`src/hdl/rau_mul.sv`:
```
// ----------------------------------------------------------------------------
// Rational arithmetic unit multiplier
// Shared unsigned magnitude multiplier with a registered product.
// ----------------------------------------------------------------------------
module rau_mul #(
   parameter int W = 32
) (
   input  logic             clock,
   input  logic [W-1:0]     x,
   input  logic [W-1:0]     y,
   output logic [2*W-1:0]   prod_ff
);
   logic [2*W-1:0] prod_in;

   assign prod_in = (2*W)'(x) * (2*W)'(y);

   always_ff @(posedge clock) begin
      prod_ff <= prod_in;
   end
endmodule

```
`config.mk`:
```
export PLATFORM = sky130hd
export DESIGN_NAME = rau_mul
export DESIGN_NICKNAME = d
export VERILOG_FILES = /design/src/hdl/rau_mul.sv
export SDC_FILE = /design/constraint.sdc
export NUM_CORES = 2
export LEC_CHECK = 0
export BUFFER_PORTS_ARGS = -buffer_cell sky130_fd_sc_hd__buf_2
export CAP_MARGIN = 20
export CORE_MARGIN = 2
export CORE_UTILIZATION = 48
export CTS_BUF_LIST = sky130_fd_sc_hd__clkbuf_16
export DETAILED_ROUTE_END_ITERATION = 8
export GPL_ROUTABILITY_DRIVEN = 1
export PLACE_DENSITY = 0.73
export SLEW_MARGIN = 20
export SYNTH_ARGS = -nofsm -noshare
export SYNTH_HDL_FRONTEND = slang
export SYNTH_SLANG_ARGS = --single-unit
```
`constraint.sdc`:
```
create_clock -name clock -period 9.7 [get_ports clock]
set_input_delay 2.425 -clock clock [delete_from_list [all_inputs] [get_ports clock]]
set_output_delay 2.425 -clock clock [all_outputs]
set_load 0.01 [all_outputs]
```
# Word-level counts from Yosys, hierarchy flattened
# Index checks and enable logic that the tools add are counted.
# W data, S select, Z words.
[totals]
register_bits = 64
latchBits = 0
ramBits = 0
rom_bits = 0
input_bits = 65
n_memories = 0
[classes]
n_addsub = 0
multipliers = 1
div = 0
magnitude_cmp = 0
n_eq_ne = 0
n_shift = 0
muxes = 0
n_bitwise = 0
n_reduce_logical = 0
[op_table]
columns = ["operator", "count"]
rows = [
  ["$mul A32 B32 Y64", 1],
]

# Longest topological paths before layout
[logic_depth]
depth_word = 1
depth_mapped = 29

# Least setup slack after synthesis
# OpenSTA, ideal clock, no wires.
[synth_timing]
path_kind = "input port to flip-flop"
from = "in x[25]"
to = "reg prod_ff[62]"
setup_ps = 72
t_arrival_ps = 9101
t_required_ps = 9628
path_slack_ps = 527
cell_stages = 25
n_path_buf = 2
path_cell_list = "clkbuf_1 nand2_1 fa_1 inv_1 fa_1 inv_1 fa_1 inv_1 fa_1 fa_1 fa_1 fa_1 inv_1 fa_1 inv_1 ha_1 buf_2 nand4_1 or4_1 or3_1 a31oi_1 a31o_2 a211oi_1 o21ai_1 xor2_1"
[synth_between]
elab_chain_len = 1
[synth_rtl]
columns = ["item", "line", "text"]
rows = [
  ["from (decl)", "9", "input logic [W-1:0] x,"],
  ["$mul A32 B32 Y64", "15", "assign prod_in = (2*W)'(x) * (2*W)'(y);"],
  ["net prod_in[62]", "13", "logic [2*W-1:0] prod_in;"],
  ["to (signal assigned)", "18", "prod_ff <= prod_in;"],
  ["to (decl)", "11", "output logic [2*W-1:0] prod_ff"],
]
# The timed path passes the listed nets, and every way through them passes these cells.

# Worst setup path after layout
[layout_timing]
from = "in y[8]"
to = "reg prod_ff[62]"
[layout_between]
elab_chain_len = 1
[layout_rtl]
columns = ["item", "line", "text"]
rows = [
  ["from (decl)", "10", "input logic [W-1:0] y,"],
  ["$mul A32 B32 Y64", "15", ""],
  ["net prod_in[62]", "13", ""],
]
# The timed path passes the listed nets, and every way through them passes these cells.

==> metrics <==
layout cell share with drive strength beyond 1 around 7.4%; remaining global-route overflow 0; Hold Worst Slack between 2 and 3 ns; worst hold-check path type in -> reg; number of cell rows roughly 100; buffer and inverter count on the worst path 7; number of detailed-route iterations in the first pass 6; length of routed met2 wiring around 47000 um; achievable clock frequency 106 MHz; sequential-to-total area share from yosys stat around 3.7%; share of flip-flops with an asynchronous set or reset 0%; global-route wire length before repair around 140000 um; element type at the critical path end register; CTS tree built; worst hold start x[0]; CTS sink count 64; Syn Area/Cell 9.21 sq um; count of final max-slew check failures 0; portion of synthesized cell area occupied by the leading cell type 51.8%; DIE HEIGHT between 200 and 300 um; buffers inserted during post-CTS setup optimization 0; Die Width about 270 um; placed cell count about 4700; number of flip-flops under the largest register name 64; setup repair after global routing missed its margin no; non-filler cells in the finished layout approximately 4800; Initial Utilization ~48%; Slew @ Worst Pin about 0.71 ns; number of endpoints with negative hold slack in the final report 0; die area between 70000 and 80000 sq um; endpoint arrival time on the critical path just under 10 ns; DPL Wire Length just under 80000 um; final setup fails 0; Worst path slowest cell sky130_fd_sc_hd__fa_1; Top Family by Delay on Critical Path adder cells; number of warnings printed during yosys synthesis 0; most used cell, CP sky130_fd_sc_hd__fa_1; netlist area before placement 34600 sq um; count of flip-flops with a built-in enable after synthesis 0; xor/xnor share of the synthesized area roughly 1.5%; top area cells in the synthesized netlist sky130_fd_sc_hd__fa_1, sky130_fd_sc_hd__and2_1, sky130_fd_sc_hd__ha_1; antenna violations before repair 4; Min Clock Period, post-route 9.39 ns; post-route ant nets 0; CP Max Fanout 24; number of nets in the layout between 5000 and 6000; multiplexer share of the synthesized area less than 1%; Syn Inst Count approximately 3800; headroom to the max-slew limit 52.3%; combinational family with the most area after synthesis adder cells; status complete, no violations; Iteration-0 DRC Markers ~1700; Most flops, register prod_ff; required time of the worst setup path between 9 and 10 ns; Clk Tree Root Cell sky130_fd_sc_hd__clkbuf_16; Clk pin slew, worst setup/hold paths roughly 0.07 ns; simple-gate area share of the yosys netlist between 10% and 20%; met1 routed wirelength after detailed routing between 30000 and 40000 um; Post-Synth Adder-Cell Area 61.3%; final weighted congestion in routability-driven placement 0.935; Worst path max stage delay 0.61 ns; GR Util All Layers between 20 and 25%; layout overhead on the synthesized area 6.50%; accumulated negative setup slack 0 ns; number of I/O pins 129; category of the worst setup path launch point primary input; Vias per Instance around 5.3; average wire length per cell after detail routing around 19 um; uppermost signal routing layer after detailed routing met5; routed vias between 20000 and 30000; Clock Tree Buf Depth 2; routed wire length on met3 approximately 4400 um; final non-filler cell area roughly 37000 sq um; number of distinct library cell variants in the gate-level netlist after synthesis between 50 and 60; number of port buffers around 130; CP Launch Point y[8]; most common flop cell mapped by yosys sky130_fd_sc_hd__dfxtp_1; post-synth net total roughly 5000; area fraction in compound gates after synthesis 3.92%; flip-flop and latch count after synthesis 64; DRC violation count after routing 0; period utilization between 90% and 100%; Regs by FF count prod_ff x64; cts hold-fix bufs 0; placeable core region roughly 71000 sq um; number of global-route vias before repair around 27000; pin count of the biggest net entering global routing 33; number of levels the H-tree was split into 3; post-place instance area roughly 37000 sq um; Crit Path Category in -> reg; leading area contributor after synthesis sky130_fd_sc_hd__fa_1; final WL around 90000 um; Max-cap violations 0; Inserted Clock Buffers 9
-- per-stage QoR --
step	setup slack, ns	utilization (%)
after floorplan	0.527	-
after global placement	0.121	51.2
after detailed placement	0.0275	51.2
after CTS	0.382	51.6
after global routing	0.00207	51.6
final	0.307	51.6
-- routing by layer --
metal	vias to the layer above	global-route usage, %
met4	4	10.2
li1	10900	-
met1	13100	30.1
met5	-	0
met2	859	45.1
met3	233	2.70
-- cells by family after synthesis --
logic type	after synthesis
DFF	64
xor gates and xnor gates	59
and+or+nand+nor	1180
muxes	1
adders and majority gates	1159
buffers and inverters	1090
AOI/OAI and AO/OA	205
-- final cells by class --
class                   instances  area [sq um]
well taps                     950          1190
multi-input cells            2604         29200
clock buffers                   9           225
diodes                          2          5.00
inverters                     863          3240
fillers                      6482         34600
flip-flops and latches         64          1280
clock inverters                 7          48.8
repair buffers                256          1650
-- cell usage after synthesis, types with 3 or more instances --
| library cell | count |
|---|---|
| sky130_fd_sc_hd__and4_1 | 4 |
| sky130_fd_sc_hd__o221ai_1 | 3 |
| sky130_fd_sc_hd__a311oi_1 | 3 |
| sky130_fd_sc_hd__and3_1 | 14 |
| sky130_fd_sc_hd__nand2_1 | 478 |
| sky130_fd_sc_hd__a221o_1 | 4 |
| sky130_fd_sc_hd__and2_1 | 603 |
| sky130_fd_sc_hd__xor2_1 | 26 |
| sky130_fd_sc_hd__a21oi_1 | 68 |
| sky130_fd_sc_hd__nand4_1 | 24 |
| sky130_fd_sc_hd__o21bai_1 | 10 |
| sky130_fd_sc_hd__fa_1 | 896 |
| sky130_fd_sc_hd__buf_2 | 9 |
| sky130_fd_sc_hd__a31oi_1 | 11 |
| sky130_fd_sc_hd__nor2_1 | 21 |
| sky130_fd_sc_hd__nor3_1 | 5 |
| sky130_fd_sc_hd__dfxtp_1 | 64 |
| sky130_fd_sc_hd__a21boi_0 | 3 |
| sky130_fd_sc_hd__xnor2_1 | 33 |
| sky130_fd_sc_hd__or3_1 | 5 |
| sky130_fd_sc_hd__o21a_1 | 8 |
| sky130_fd_sc_hd__ha_1 | 263 |
| sky130_fd_sc_hd__nand3_1 | 12 |
| sky130_fd_sc_hd__o21ai_0 | 28 |
| sky130_fd_sc_hd__o211ai_1 | 3 |
| sky130_fd_sc_hd__a21o_1 | 37 |
| sky130_fd_sc_hd__or4_1 | 3 |
| sky130_fd_sc_hd__clkbuf_1 | 215 |
| sky130_fd_sc_hd__or2_2 | 3 |
| sky130_fd_sc_hd__inv_1 | 863 |
| sky130_fd_sc_hd__a211oi_1 | 4 |
-- worst min-delay path, delay by kind of cell --
| family | cells | cell delay (ns) |
|---|---|---|
| buffers and inverters | 2 | 0.43 |
| and+or+nand+nor | 1 | 0.16 |
-- worst paths after layout --
check / cells past startpoint / endpoint
setup / recovery: 25 / prod_ff[62]$_DFF_P_
hold / removal: 3 / prod_ff[0]$_DFF_P_
-- placed cells by master, fill, tap and decap left out, drive strengths merged, types with 8 or more instances in the layout --
cell	synthesis	routed
clkbuf	216	12
xor2	26	26
buf	11	253
o21a	8	8
dfxtp	64	64
xnor2	33	33
inv	863	865
o21ai	30	30
o21bai	10	10
nor2	21	21
ha	263	263
nand4	24	24
nand2	478	478
nand3	12	12
a21o	37	37
a21oi	70	70
a31oi	12	12
and3	14	14
and2	603	603
fa	896	896
-- timing repair --
action,in CTS,in global routing
resized for setup,0,4
setup endpoints to repair,0,2
endpoints found under the hold margin,0,0
Power is left out: the tool's default activity adds up to more than one toggle a clock period on the data nets, which glitch-free logic cannot reach.
