$ cat config.mk
export PLATFORM = sky130hd
export DESIGN_NAME = rau_gcd
export DESIGN_NICKNAME = d
export VERILOG_FILES = /design/src/hdl/rau_gcd.sv
export SDC_FILE = /design/constraint.sdc
export NUM_CORES = 1
export LEC_CHECK = 0
export BUFFER_PORTS_ARGS = -buffer_cell sky130_fd_sc_hd__buf_4
export CORE_ASPECT_RATIO = 1.75
export CORE_MARGIN = 5
export CORE_UTILIZATION = 62
export CTS_CLUSTER_DIAMETER = 150
export DETAILED_ROUTE_END_ITERATION = 10
export GPL_TIMING_DRIVEN = 1
export PLACE_DENSITY = 0.83
export SLEW_MARGIN = 25
export SYNTH_ARGS = -nofsm -noshare
export SYNTH_HDL_FRONTEND = slang
export SYNTH_SLANG_ARGS = --single-unit
$ cat constraint.sdc
create_clock -name clock -period 9.4 [get_ports clock]
set_input_delay 0.94 -clock clock [delete_from_list [all_inputs] [get_ports clock]]
set_output_delay 0.94 -clock clock [all_outputs]
set_load 0.1 [all_outputs]
$ cat src/hdl/rau_gcd.sv
// ----------------------------------------------------------------------------
// Rational arithmetic unit GCD engine
// Binary GCD, one compare-and-subtract or shift step per cycle.
// ----------------------------------------------------------------------------
module rau_gcd #(
   parameter int DW = 64
) (
   input  logic          clock,
   input  logic          reset,
   input  logic          start,
   input  logic [DW-1:0] x,
   input  logic [DW-1:0] y,
   output logic          done_ff,
   output logic [DW-1:0] g_ff
);
   localparam int KW = $clog2(DW + 1);

   logic          busy_ff, busy_in;
   logic          done_in;
   logic [DW-1:0] u_ff, u_in, v_ff, v_in, g_in;
   logic [KW-1:0] k_ff, k_in;

   always_comb begin
      busy_in = busy_ff;
      done_in = 1'b0;
      u_in    = u_ff;
      v_in    = v_ff;
      k_in    = k_ff;
      g_in    = g_ff;
      if (start) begin
         busy_in = 1'b1;
         u_in    = x;
         v_in    = y;
         k_in    = '0;
      end else if (busy_ff) begin
         if (u_ff == '0 || v_ff == '0) begin
            g_in    = (u_ff | v_ff) << k_ff;
            busy_in = 1'b0;
            done_in = 1'b1;
         end else if (!u_ff[0] && !v_ff[0]) begin
            u_in = u_ff >> 1;
            v_in = v_ff >> 1;
            k_in = k_ff + KW'(1);
         end else if (!u_ff[0]) begin
            u_in = u_ff >> 1;
         end else if (!v_ff[0]) begin
            v_in = v_ff >> 1;
         end else if (u_ff >= v_ff) begin
            u_in = u_ff - v_ff;
         end else begin
            v_in = v_ff - u_ff;
         end
      end
   end

   always_ff @(posedge clock) begin
      if (reset) begin
         busy_ff <= 1'b0;
         done_ff <= 1'b0;
      end else begin
         busy_ff <= busy_in;
         done_ff <= done_in;
      end
      u_ff <= u_in;
      v_ff <= v_in;
      k_ff <= k_in;
      g_ff <= g_in;
   end
endmodule

==> results of run 1 <==
==> Yosys cell counts, types with 29 or more instances <==
library cell	n
nor2_1	211
clkbuf_1	123
nand3_1	30
xnor2_1	116
inv_1	241
mux4_2	55
nor3_1	38
ha_1	193
a211oi_1	29
o221ai_1	29
nor4_1	79
edfxtp_1	192
o21bai_1	57
o21ai_0	110
a221oi_1	46
o31ai_1	48
mux2i_1	40
a21oi_1	284
nand2_1	277
==> cell families after synthesis <==
| logic type | Yosys count | synth area share |
|---|---|---|
| AOI/OAI and AO/OA | 809 | 0.247 |
| and+or+nand+nor | 756 | 0.161 |
| buffers and inverters | 422 | 0.0759 |
| DFF | 201 | 0.274 |
| adders and majority gates | 195 | 0.113 |
| xor gates and xnor gates | 119 | 0.0480 |
| muxes | 106 | 0.0811 |
==> through the flow <==
stage                     std cells   util  worst slack, ps
after floorplan                2608      -             1600
after global placement         3118  0.674             4490
after detailed placement       3118  0.675             4420
after CTS                      3158  0.694             4400
==> metal layers <==
metal | track usage | overflow
met5 | 0.0250 | 0
met4 | 0.550 | 2
met3 | 0.248 | 0
met2 | 0.783 | 0
met1 | 0.488 | 0
==> metrics.cfg, run 1 <==
[outcome]
status=did not finish
failing_step=global routing
error=[ERROR GRT-0116] Global routing finished with congestion. Check the congestion regions in the DRC Viewer.

[grt]
grt_usage=0.521
overflow=2
grt_pass1_wl_um=150000
grt_max_degree=94
grt_pass1_vias=24145

[place]
portBuffers=195
placed_cell_area_um2=23300
routabilityCongestion=1.28
post-dp-hpwl_um=76500

[logic_synthesis]
synth_ff_type=edfxtp_1
syn-cell-area_um2=21700
yosysSeqAreaShare=0.274
synth_cells=2608
ys_top_cells_by_area=edfxtp_1 27%, ha_1 11%, a21oi_1 6.5%
synthArstFlopShare=0
ys_ff_latch=201
synth_edf_count=192
yosys_warnings=0
yosysUniqueCellTypes=91
synth_fp_nets=2934
synth_top_area_cell=edfxtp_1
synth.top_cell.area_share=0.265
synth.avg_cell_area_um2=8.33

[die]
die_h_um=258
die_width_um=152
start_util=0.629
ios=196
row_count=90

[clocking]
post-cts-setup-buffers=0
root_buffer=clkbuf_16
ctsHoldBuffers=0
cts_buffers=22
clock_path_buffers=3
h-tree-depth=1
cts_sinks=201
cts_resized=0

==> run 2: changes to the inputs <==
--- a/config.mk
+++ b/config.mk
@@ -6,13 +6,11 @@
 export NUM_CORES = 1
 export LEC_CHECK = 0
 export BUFFER_PORTS_ARGS = -buffer_cell sky130_fd_sc_hd__buf_4
-export CORE_ASPECT_RATIO = 1.75
 export CORE_MARGIN = 5
-export CORE_UTILIZATION = 62
-export CTS_CLUSTER_DIAMETER = 150
+export CORE_UTILIZATION = 40
 export DETAILED_ROUTE_END_ITERATION = 10
 export GPL_TIMING_DRIVEN = 1
-export PLACE_DENSITY = 0.83
+export PLACE_DENSITY_LB_ADDON = 0.15
 export SLEW_MARGIN = 25
 export SYNTH_ARGS = -nofsm -noshare
 export SYNTH_HDL_FRONTEND = slang
==> run 2 against run 1 <==
Against the previous run: the flow now finishes without violations; area after synthesis unchanged; synthesized cell count stayed put.
==> metrics.cfg, run 2 <==
[logic_synthesis]
ys_top_cells_by_area=edfxtp_1 27%, ha_1 11%, a21oi_1 6.5%
syn-cell-area_um2=21700
synth_top_area_cell=edfxtp_1
ys_ff_latch=201
synth_common_cells=284 x a21oi_1, 277 x nand2_1, 241 x inv_1
yosys_warnings=0
synth.top_cell.area_share=0.265
synth_fp_nets=2934
synth.avg_cell_area_um2=8.33
synth_most_common_cell=a21oi_1
synth_ff_type=edfxtp_1
yosysUniqueCellTypes=91
synth_edf_count=192
yosysSeqAreaShare=0.274
synthArstFlopShare=0
synth_cells=2608

[worst_setup_path]
cp-start-kind=flip-flop
regToRegEndpoint=u_ff[22]$_DFFE_PP_
rr_startpoint=u_ff[16]$_DFFE_PP_
slowest_delay_ps=690
critPathArrivalTime_ps=5570
worst_ep_required_time_ps=9820
rrSetupSlack_ps=4250
crit_end=u_ff[22]$_DFFE_PP_
critPathSlowestCell=edfxtp_1
critical_path_peak_fanout=30
critPathCaptureType=flip-flop
ff2ff_path_depth=13
path_class=reg -> reg
crit_path_cell_trace=inv_1 -> ha_1 -> or2_1 -> nor3_1 -> nand2_1 -> or3_1 -> o221ai_4 -> o31a_4 -> nor2_4 -> nor3_4 -> buf_4 -> a221oi_1 -> a21oi_1
crit_start=u_ff[16]$_DFFE_PP_

[timing]
finClkSkew_ps=28.3
fmax_ghz=0.194
worst_pin_slew_ps=1030
min_period_ps=5150
slew_viol_final=0
fin_crit_sh=0.548
tns_ps=0
grt_setup_unrepaired=no
setup_viol=0
slew_headroom=0.308
hold_violations=0

[place]
portBuffers=195
dp_cells=3364
post-dp-hpwl_um=82300
routabilityCongestion=1.06

[die]
die_h_um=243
row_count=85
ios=196
die_width_um=243
die_area_um2=59100
start_util=0.404
coreArea_um2=53800

[drt]
drtIter0Drc=2658
drt-total-wl_um=102000
vias=21823
routed_via_density=6.39
firstDrtPassIters=6
post_drt_wl_per_cell_um=30.0
drc=0
ant_nets=0

[clocking]
root_buffer=clkbuf_16
post-cts-setup-buffers=0
clk_pin_slew_ps=70
cts_buffers=27
h-tree-depth=1
cts_tree=built
cts_resized=0
worstSkewPairLatency_ps=590
clock_path_buffers=3
ctsHoldBuffers=0
cts_sinks=201

[power]
p_leak_nw=10.0
power_density_nw_per_um2=230
vdd_drop_max_v=0.000136
power_mw=5.66

[layout]
final_cell_mix=284 x a21oi_1, 277 x nand2_1, 241 x inv_1, 228 x buf_4, 209 x nor2_1
antenna_cells=0
final_nets=3024
final_cell_count_no_fill=3413
drive_gt1_frac=0.145
final_common_cell=a21oi_1
fillCellCount=5416
area_growth_syn_to_layout_pct=13.0
reg.largest.list=g_ff: 64 flops, u_ff: 64 flops, v_ff: 64 flops

[outcome]
status=completed

[hold_path]
hold_class=in -> reg

[grt]
grt_pass1_wl_um=146000
antenna_found_initial=1
grt_pass1_vias=20664
overflow=0
grt_usage=0.329
grt_max_degree=79

[run]
maxCapViolCount=0

## run 2: metrics by stage
stage / utilization / instance area (um2) / worst slack, ps / hold slack (ps)
after global routing: 0.456 / 24600 / 4070 / 552
after detailed placement: 0.440 / 23700 / 4210 / 602
after global placement: 0.440 / 23700 / 4280 / 576
after floorplan: - / 21700 / 1600 / 571
after CTS: 0.456 / 24500 / 4180 / 536
final: 0.456 / 24600 / 4250 / 567
## run 2: layer usage
metal / vias up / track usage / part of all wire
li1: 9688 / - / -
met1: 10819 / 0.465 / 0.43
met2: 1144 / 0.498 / 0.43
met3: 170 / 0.0816 / 0.10
met4: 2 / 0.101 / 0.039
met5: - / 0 / 0.00013
## run 2: final cells by class
class                   instances  area [um2]  share of cell area
clock buffers                  34         712              0.0290
clock inverters                14         134             0.00545
inverters                     253         950              0.0387
multi-input cells            1985       14200               0.578
flip-flops and latches        201        5950               0.242
well taps                     696         871              0.0355
repair buffers                230        1750              0.0713
## run 2: critical path: cells and delay by family (launching register included)
family / cells / cell delay [ps]
AND/OR/NAND/NOR: 6 / 2150
AO/OA/AOI/OAI: 4 / 1000
flip-flops: 1 / 690
buffers and inverters: 2 / 660
adder cells (fa/ha/maj): 1 / 450
## run 2: how the worst min path moves through the flow
stage,from,endpoint,slack [ps],depth (start not counted)
after floorplan,k_ff[1]$_SDFFE_PP0P_,k_ff[1]$_SDFFE_PP0P_,570,3
after global placement,k_ff[0]$_SDFFE_PP0P_,k_ff[0]$_SDFFE_PP0P_,580,2
after detailed placement,k_ff[0]$_SDFFE_PP0P_,k_ff[0]$_SDFFE_PP0P_,600,2
after CTS,reset,done_ff$_SDFF_PP0_,540,2
after global routing,reset,done_ff$_SDFF_PP0_,550,2
final,reset,done_ff$_SDFF_PP0_,570,2
## run 2: logic make-up (layout without fill, tap and decap cells)
kind of cell               count (synthesis)  in the layout  share of synthesized area
AOI/OAI and AO/OA                        809            809                      0.247
and+or+nand+nor                          756            756                      0.161
buffers and inverters                    422            531                     0.0759
DFF                                      201            201                      0.274
adders and majority gates                195            195                      0.113
xor gates and xnor gates                 119            119                     0.0480
muxes                                    106            106                     0.0811
## run 2: report_power, final
group | switching, mW | internal, mW | leakage, nW
combinational | 2.17 | 1.11 | 7.67
clock | 0.447 | 0.590 | 0.413
sequential | 0.195 | 1.15 | 1.93
total | 2.81 | 2.84 | 10.0
(Power assumes the default switching activity.)
