`src/hdl/rau_div.sv`:
```
// ----------------------------------------------------------------------------
// Rational arithmetic unit divider
// Restoring unsigned divider, one quotient bit per cycle.
// ----------------------------------------------------------------------------
module rau_div #(
   parameter int DW = 64
) (
   input  logic          clock,
   input  logic          reset,
   input  logic          start,
   input  logic [DW-1:0] dividend,
   input  logic [DW-1:0] divisor,
   output logic          done_ff,
   output logic [DW-1:0] quo_ff
);
   localparam int CW = $clog2(DW + 1);

   logic          busy_ff, busy_in, done_in;
   logic [DW-1:0] rem_ff, rem_in, quo_in, dvs_ff, dvs_in;
   logic [CW-1:0] cnt_ff, cnt_in;
   logic [DW:0]   trial;
   logic [DW:0]   diff;

   assign trial = {rem_ff, quo_ff[DW-1]};
   assign diff  = trial - {1'b0, dvs_ff};

   always_comb begin
      busy_in = busy_ff;
      done_in = 1'b0;
      rem_in  = rem_ff;
      quo_in  = quo_ff;
      dvs_in  = dvs_ff;
      cnt_in  = cnt_ff;
      if (start) begin
         busy_in = 1'b1;
         rem_in  = '0;
         quo_in  = dividend;
         dvs_in  = divisor;
         cnt_in  = CW'(DW);
      end else if (busy_ff) begin
         if (trial >= {1'b0, dvs_ff}) begin
            rem_in = diff[DW-1:0];
            quo_in = {quo_ff[DW-2:0], 1'b1};
         end else begin
            rem_in = trial[DW-1:0];
            quo_in = {quo_ff[DW-2:0], 1'b0};
         end
         cnt_in = cnt_ff - CW'(1);
         if (cnt_ff == CW'(1)) begin
            busy_in = 1'b0;
            done_in = 1'b1;
         end
      end
   end

   always_ff @(posedge clock) begin
      if (reset) begin
         busy_ff <= 1'b0;
         done_ff <= 1'b0;
      end else begin
         busy_ff <= busy_in;
         done_ff <= done_in;
      end
      rem_ff <= rem_in;
      quo_ff <= quo_in;
      dvs_ff <= dvs_in;
      cnt_ff <= cnt_in;
   end
endmodule

```
`config.mk`:
```
export PLATFORM = sky130hd
export DESIGN_NAME = rau_div
export DESIGN_NICKNAME = d
export VERILOG_FILES = /design/src/hdl/rau_div.sv
export SDC_FILE = /design/constraint.sdc
export NUM_CORES = 1
export LEC_CHECK = 0
export BUFFER_PORTS_ARGS = -buffer_cell sky130_fd_sc_hd__buf_2
export CAP_MARGIN = 30
export CORE_ASPECT_RATIO = 2
export CORE_MARGIN = 4
export CORE_UTILIZATION = 29
export DETAILED_ROUTE_END_ITERATION = 10
export RECOVER_POWER = 50
export SETUP_SLACK_MARGIN = 0.3
export SYNTH_ARGS = -nofsm -noshare
export SYNTH_HDL_FRONTEND = slang
export SYNTH_SLANG_ARGS = --single-unit
```
`constraint.sdc`:
```
create_clock -name clock -period 4 [get_ports clock]
set_input_delay 0.2 -clock clock [delete_from_list [all_inputs] [get_ports clock]]
set_output_delay 0.2 -clock clock [all_outputs]
set_load 0.02 [all_outputs]
```
### Yosys cells after proc, flatten, opt, wreduce, memory -nomap -nowiden

Cells that the tools add are included.

| storage, ports and cells | value |
|---|---|
| register bits after elaboration | 201 |
| word-level logic and storage cells | 21 |
| ROM bits | 0 |
| RAM bits | 0 |
| bits in latches | 0 |
| memories | 0 |
| output and inout bits | 65 |

| operators by class | value |
|---|---|
| shift operators | 0 |
| bitwise gates (word level) | 1 |
| equality and inequality tests | 1 |
| order comparisons | 1 |
| $add $sub $neg | 2 |
| multiplexer cells | 8 |
| divide/modulo/power cells | 0 |
| reductions and logical operators | 2 |
| multipliers | 0 |

Operator list:

| operator | count |
|---|---|
| 2-to-1 mux 64 bit | 3 |
| greater-or-equal comparator 65 x 64 -> 1 bit | 1 |
| subtractor 64 bit | 1 |
| equality test 7 x 1 -> 1 bit (second input constant) | 1 |
| subtractor 7 x 1 -> 7 bit (second input constant) | 1 |
| 2-to-1 mux 1 bit | 5 |
| OR reduction 3 bit | 1 |
| nonzero test 2 bit | 1 |
| inverter 1 bit | 1 |

### Logic depth before layout (Yosys ltp)

Gate-level depths: netlist of run 1.

| logic depth | value |
|---|---|
| depth after elaboration | 4 |
| gate-level depth with buffers | 16 |
| gate-level depth less buffers | 13 |

### Worst setup path before layout of run 1

Ideal clock, no wire load.

| timing | value |
|---|---|
| path kind | reg-to-reg |
| from | register quo_ff[63] |
| to | register rem_ff[58] |
| cell stages (with the launch flop) | 14 |
| clock period less this slack | 3260 ps |
| path slack | 740 ps |
| buffers on the path | 0 |
| required time | 3873 ps |
| arrival time | 3133 ps |
| setup time | 127 ps |
| cell sequence | edfxtp_1 > inv_1 > ha_1 > fa_1 > nand2b_1 > a221oi_1 > o21ai_0 > a311oi_1 > o311ai_1 > a311oi_1 > nor2_1 > o21ai_0 > mux2i_1 > o211ai_1 |

| between the ends | value |
|---|---|
| longest elaborated chain between the ends | 2 |
| elaborated cells on any way between the ends | 3 |
| classes of those cells | add/sub: 1; order compare: 1; mux: 1 |

Ends and longest elaborated chain:

| element | line | RTL |
|---|---|---|
| start: declaration | 14 | `output logic [DW-1:0] quo_ff` |
| start signal: assignment | 65 | `quo_ff <= quo_in;` |
| subtractor 64 bit or greater-or-equal comparator 65 x 64 -> 1 bit (tied branches) | 25, 41 |  |
| 2-to-1 mux 64 bit * | 41 | `if (trial >= {1'b0, dvs_ff}) begin` |
| end signal: assignment | 64 | `rem_ff <= rem_in;` |
| end: declaration | 19 | `logic [DW-1:0] rem_ff, rem_in, quo_in, dvs_ff, dvs_in;` |

Every way passes the cells marked *; elsewhere a longest branch is shown, timed or not.
A chain may end at the register's enable or synchronous reset.

### Worst setup path after layout of run 1

| timing | value |
|---|---|
| from | register dvs_ff[39] |
| to | register rem_ff[3] |

| between the ends | value |
|---|---|
| longest elaborated chain between the ends | 2 |

Ends and longest elaborated chain:

| element | line | RTL |
|---|---|---|
| start: declaration | 19 |  |
| start signal: assignment | 66 | `dvs_ff <= dvs_in;` |
| greater-or-equal comparator 65 x 64 -> 1 bit | 41 |  |
| 2-to-1 mux 64 bit | 41 |  |

No other way between the ends.

==> qor.yml, run 1 <==
timing:
  finalClockSkew_ns: 0.0281
  fin_setup_tns_ns: 0
  min_period_ns: 3.54
  tightest_slew_ns: 2.71
  min_period_over_period: 0.886
  slew_headroom: -0.806
  slew_violations: 45
  rsz0062_at_grt: "yes"
  timing.final.hold_violations: 0
  setup_violations: 0
  max_freq_mhz: 282
run_status:
  status: "finished, violations left"
  violations: "capacitance limit, slew limit"
critical_path:
  endpoint_kind: "flop"
  critPathKind: "reg2reg"
  worstPathArrival_ns: 3.98
  cp_cell_sequence: "inv_1 -> ha_1 -> nand2_1 -> nor3_1 -> nand4_1 -> or4_1 -> nor2_1 -> nor4_2 -> buf_4 -> and2_1 -> buf_12 -> or3_1 -> a311oi_1"
  cp.required_ns: 4.44
  crit_slowest_cell: "or4_1"
  r2r_slack_ns: 0.46
  crit_family: "simple AND/OR/NAND/NOR gates"
  worst-path-max-fanout: 23
  critPathLaunchType: "flop"
  critPathMaxStageDelay_ns: 0.56
  critPathBufInv: 3
power_and_ir_drop:
  p_sw_frac: 0.324
  internal-power_uw: 4190
  power_density_nw_per_um2: 405
  max-vdd-ir-drop_mv: 0.336
  clockPowerShare: 0.311
  seqPwrFrac: 0.409
  total_leakage_power_uw: 0.00614
  switching_power_uw: 2010
  pwr-share-comb: 0.280
layout:
  num-fill-cells: 4144
  multi_input_area_um2: 5940
  final_common_cell: "nand2_1"
  syn_to_final_growth_pct: 29.5
  fin_util: 0.380
  register_area_um2: 5310
  drive_gt1_frac: 0.176
  nets: 1719
  final_cell_mix: "nand2_1, dlygate4sd3_1, edfxtp_1"
clock_tree:
  cts_max_level: 1
  path_clk_slew_ns: 0.07
  cts_tree: "done"
  clock_sinks: 201
  cts-buffers-inserted: 21
  clk_path_buf_depth: 3
  clkLatencyLatePin_ns: 0.53
  cts_root_buf: "clkbuf_16"
synthesis:
  async_reset_ff_frac: 0
  postSynthCellCount: 1215
  syn_area_per_cell_um2: 9.74
  ys.flop_type: "edfxtp_1"
  ys_seq_area_frac: 0.448
  synth_edf_count: 128
  synth_seq_cells: 201
  synth.distinct_cells: 70
  syn_area_um2: 11800
  synth_nets: 1413
  yosys_warnings: 0
routing:
  totalWireLength_um: 35300
  dr_total_vias: 10200
  drc: 0
  wl_per_cell_um: 17.1
  ant_nets: 0
  drt_pre_antenna_iters: 5
  vias_per_cell: 4.95
  drt_iter0_drc: 446
job:
  maxCapViolCount: 1
global_routing:
  grt_usage: 0.157
  overflow: 0
  antenna_found_initial: 1
  grt_pass1_wl_um: 56100
  grt_max_degree: 75
  grt_pass1_vias: 10900
floorplanning:
  die_area_um2: 44300
  ioPinCount: 196
  die_w_um: 151
  initial_core_util: 0.293
  core.rowCount: 104
  core_um2: 40300
  die_h_um: 294
min_path:
  hp-class: "in2reg"
place:
  finalWeightedCongestion: 0.910
  io_buffers: 195
  dpl.hpwl_um: 26200
## logic make-up after synthesis
| logic type | synth area share |
|---|---|
| AO/OA/AOI/OAI | 0.175 |
| flip-flops | 0.448 |
| buffers and inverters | 0.0545 |
| AND/OR/NAND/NOR | 0.131 |
| multiplexers | 0.0736 |
| adder cells (fa/ha/maj) | 0.0715 |
| XOR/XNOR | 0.0466 |
## power by group through the flow
stage                     sequential (µW)  clock (µW)  combinational (µW)
after floorplan                      2640           0                1060
after global placement               2570           0                1620
after CTS                            2530        2010                1740
final                                2540        1930                1730
after global routing                 2560        2070                1900
after detailed placement             2570           0                1640
## area by class of cell
class,count,area share
multi-input cells,862,0.388
flip-flops and latches,201,0.346
repair buffers,347,0.158
well taps,530,0.0433
clock buffers,28,0.0387
inverters,88,0.0215
clock inverters,10,0.00449
diodes,1,0.000163
## stage by stage
stage               hold WS (ns)  worst slack (ns)  total power, µW  std cells  cell area (µm²)
finish                     0.383             0.456             6200       2067            15300
global route               0.380             0.145             6530       2067            15300
CTS                        0.109             0.375             6290       2065            15400
detailed placement         0.378             0.311             4210       1898            13400
global placement           0.374             0.370             4190       1897            13400
floorplan                  0.272             0.740             3700       1215            11800
## routing by layer
metal,wire [µm],track usage
met5,0,0
met2,20000,0.313
met3,1380,0.0214
met4,1870,0.0802
met1,12100,0.151
## path summary, 6_finish.rpt
path | from | endpoint | cells past startpoint
hold reg to reg | rem_ff[13] | rem_ff[13] | 2
hold / removal | divisor[16] | dvs_ff[16] | 2
setup / recovery | dvs_ff[39] | rem_ff[3] | 13
setup reg to reg | dvs_ff[39] | rem_ff[3] | 13
## what timing repair did
action                                  in CTS  in global routing
pin swaps                                    0                  2
hold buffers                               129                  0
hold endpoints to repair                   130                  0
endpoints found under the setup margin       3                 16
gates resized for setup                      2                  8
setup buffers                                0                  1
## Yosys cell counts (14+ instances only)
cell type | instances | area [µm²]
o21ai_0 | 44 | 220
ha_1 | 66 | 826
dfxtp_1 | 73 | 1460
a311oi_1 | 34 | 298
nand4_1 | 24 | 150
a21oi_1 | 86 | 430
clkbuf_1 | 43 | 161
nor2_1 | 99 | 372
xor2_1 | 22 | 193
nand2_1 | 141 | 529
inv_1 | 88 | 330
a211oi_1 | 15 | 113
xnor2_1 | 41 | 359
edfxtp_1 | 128 | 3840
o21bai_1 | 16 | 120
mux2i_1 | 15 | 150
a31oi_1 | 16 | 100
mux2_2 | 64 | 721
nand3_1 | 18 | 90.1
a21o_1 | 31 | 233
nor3_1 | 14 | 70.1
## sequential cells by signal, summed over array words and instances (netlist names)
| signal | flops |
|---|---|
| cnt_ff | 7 |
| dvs_ff | 64 |
| rem_ff | 64 |
| quo_ff | 64 |
| busy_ff | 1 |
| done_ff | 1 |
Note: power is estimated with default switching activity, not from simulation.
==> run 2, diff against run 1 <==
--- a/config.mk
+++ b/config.mk
@@ -5,12 +5,12 @@
 export SDC_FILE = /design/constraint.sdc
 export NUM_CORES = 1
 export LEC_CHECK = 0
-export BUFFER_PORTS_ARGS = -buffer_cell sky130_fd_sc_hd__buf_2
 export CAP_MARGIN = 30
 export CORE_ASPECT_RATIO = 2
 export CORE_MARGIN = 4
 export CORE_UTILIZATION = 29
 export DETAILED_ROUTE_END_ITERATION = 10
+export DONT_BUFFER_PORTS = 1
 export RECOVER_POWER = 50
 export SETUP_SLACK_MARGIN = 0.3
 export SYNTH_ARGS = -nofsm -noshare
==> qor.yml, run 2 (synthesis results as in run 1) <==
clock_tree:
  clkLatencyLatePin_ns: 0.54  # was 0.53 ns
  path_clk_slew_ns: 0.07  # about the same
  cts-buffers-inserted: 21  # unchanged
  cts_root_buf: "clkbuf_16"  # unchanged
  cts_setup_buffers: 0  # unchanged
  cts_tree: "done"  # unchanged
  cts_max_level: 1  # unchanged
  clk_path_buf_depth: 3  # unchanged
  clock_sinks: 201  # unchanged
layout:
  fin_area_um2: 15000  # was 15300 µm²
  largest_registers: "dvs_ff x64, quo_ff x64, rem_ff x64"  # unchanged
  syn_to_final_growth_pct: 26.9  # was 29.5%
  num-fill-cells: 4091  # was 4144
  final_cell_mix: "dlygate4sd3_1, nand2_1, edfxtp_1"  # was nand2_1, dlygate4sd3_1, edfxtp_1
  drive_gt1_frac: 0.105  # was 0.176
  register_area_um2: 5310  # unchanged
  final_common_cell: "dlygate4sd3_1"  # was nand2_1
  fin_util: 0.372  # was 0.380
  multi_input_area_um2: 5960  # was 5940 µm²
  nets: 1586  # was 1719
critical_path:
  critPathMaxStageDelay_ns: 0.43  # was 0.56 ns
  crit_family: "compound AO/OA/AOI/OAI gates"  # was simple AND/OR/NAND/NOR gates
  critPathKind: "reg2reg"  # unchanged
  critPathLaunchType: "flop"  # unchanged
  cp.required_ns: 4.41  # was 4.44 ns
  worst-path-max-fanout: 29  # was 23
  crit_slowest_cell: "o21ai_0"  # was or4_1
  endpoint_kind: "flop"  # unchanged
  cp_cell_sequence: "inv_1 -> ha_1 -> nand2_1 -> o21ai_0 -> nor2_1 -> a211o_1 -> a2111oi_4 -> o21bai_1 -> buf_4 -> and2_1 -> buf_12 -> or3_1 -> a311oi_1"  # was inv_1 -> ha_1 -> nand2_1 -> nor3_1 -> nand4_1 -> or4_1 -> nor2_1 -> nor4_2 -> buf_4 -> and2_1 -> buf_12 -> or3_1 -> a311oi_1
  worstPathArrival_ns: 4.06  # was 3.98 ns
  critPathBufInv: 3  # unchanged
timing:
  finalWorstSetupSlack_ns: 0.343  # was 0.456 ns
  rsz0062_at_grt: "yes"  # unchanged
  slew_headroom: -0.879  # was -0.806
  min_period_over_period: 0.914  # was 0.886
  timing.final.hold_violations: 0  # unchanged
  tightest_slew_ns: 2.82  # was 2.71 ns
  slew_violations: 111  # was 45
  min_period_ns: 3.66  # was 3.54 ns
  setup_violations: 0  # unchanged
  max_freq_mhz: 273  # was 282 MHz
  fin_setup_tns_ns: 0  # unchanged
  finalClockSkew_ns: 0.0287  # was 0.0281 ns
floorplanning:
  initial_core_util: 0.293  # unchanged
  die_w_um: 151  # unchanged
  die_h_um: 294  # unchanged
  ioPinCount: 196  # unchanged
  core.rowCount: 104  # unchanged
  core_um2: 40300  # unchanged
  die_area_um2: 44300  # unchanged
power_and_ir_drop:
  p_sw_frac: 0.326  # was 0.324
  clockPowerShare: 0.312  # was 0.311
  total_leakage_power_uw: 0.00582  # was 0.00614 µW
  power_density_nw_per_um2: 414  # was 405 nW/µm²
  internal-power_uw: 4190  # about the same
  max-vdd-ir-drop_mv: 0.384  # was 0.336 mV
  pwr-share-comb: 0.261  # was 0.280
  p_total_uw: 6210  # was 6200 µW
  seqPwrFrac: 0.426  # was 0.409
  switching_power_uw: 2020  # was 2010 µW
global_routing:
  grt_use_met2: 0.306  # was 0.313
  overflow: 0  # unchanged
  grt_usage: 0.158  # was 0.157
  grt_pass1_wl_um: 55600  # was 56100 µm
  gr-usage-met1: 0.151  # about the same
  grt-busiest-layer: "met2"  # unchanged
  gr-usage-met3: 0.0251  # was 0.0214
  grt_max_degree: 111  # was 75
  antenna_found_initial: 1  # unchanged
  grt_pass1_vias: 10600  # was 10900
routing:
  vias_per_cell: 5.15  # was 4.95
  wl_per_cell_um: 18.5  # was 17.1 µm
  totalWireLength_um: 35800  # was 35300 µm
  drt_iter0_drc: 479  # was 446
  ant_nets: 0  # unchanged
  drc: 0  # unchanged
  dr_total_vias: 9953  # was 10200
  drt_pre_antenna_iters: 5  # unchanged
place:
  io_buffers: 0  # was 195
  dpl.hpwl_um: 25200  # was 26200 µm
  place_ws_ns: 0.227  # was 0.311 ns
  finalWeightedCongestion: 0.952  # was 0.910
  post_dp_cell_area_um2: 12400  # was 13400 µm²
run_status:
  violations: "capacitance limit, slew limit"  # unchanged
  status: "finished, violations left"  # unchanged
min_path:
  hp-class: "in2reg"  # unchanged
job:
  maxCapViolCount: 1  # unchanged
==> run 2: changes by cell type in the layout (fill, tap and decap cells not counted), moves of 3 or more <==
cell / previous run / this run
clkbuf_1: 75 / 3
ha_1: 63 / 66
dlygate4sd3_1: 129 / 191
buf_12: 5 / 1
buf_2: 123 / 0
==> run 2: repair_timing <==
action                                 in CTS  in global routing
endpoints found under the hold margin     246                  0
setup endpoints to repair                   6                 44
resized for setup                           3                 11
hold buffers                              192                  0
==> run 2: routing by layer <==
| metal | routed length, µm | part of all wire |
|---|---|---|
| met1 | 12100 | 0.34 |
| met2 | 19700 | 0.55 |
| met3 | 1720 | 0.048 |
| met4 | 2300 | 0.064 |
| met5 | 0 | 0 |
==> run 2: final timing paths <==
check	slack (ns)	cells after the start	startpoint	endpoint
max	0.34	13	dvs_ff[31]	rem_ff[3]
min	0.08	1	start	quo_ff[31]
max reg2reg	0.34	13	dvs_ff[31]	rem_ff[3]
min reg2reg	0.47	2	rem_ff[57]	rem_ff[57]
==> run 2: cell type report <==
type                    count  share of cell area
flip-flops and latches    201               0.353
clock inverters            14             0.00750
diodes                      1            0.000167
well taps                 530              0.0442
multi-input cells         862               0.397
clock buffers              24              0.0358
inverters                  88              0.0220
repair buffers            214               0.140
==> run 2: power groups by stage <==
stage | logic (µW) | registers (µW) | clock network, µW
2_1_floorplan | 1060 | 2640 | 0
3_3_place_gp | 1360 | 2680 | 0
3_5_place_dp | 1370 | 2680 | 0
4_1_cts | 1600 | 2640 | 2000
5_1_grt | 1780 | 2670 | 2080
6_report | 1620 | 2650 | 1940
==> run 2: stage by stage <==
step | instances | hold slack, ns
floorplan | 1215 | 0.272
global placement | 1703 | 0.266
detailed placement | 1703 | 0.268
CTS | 1933 | 0.00396
global route | 1934 | 0.0107
finish | 1934 | 0.0843
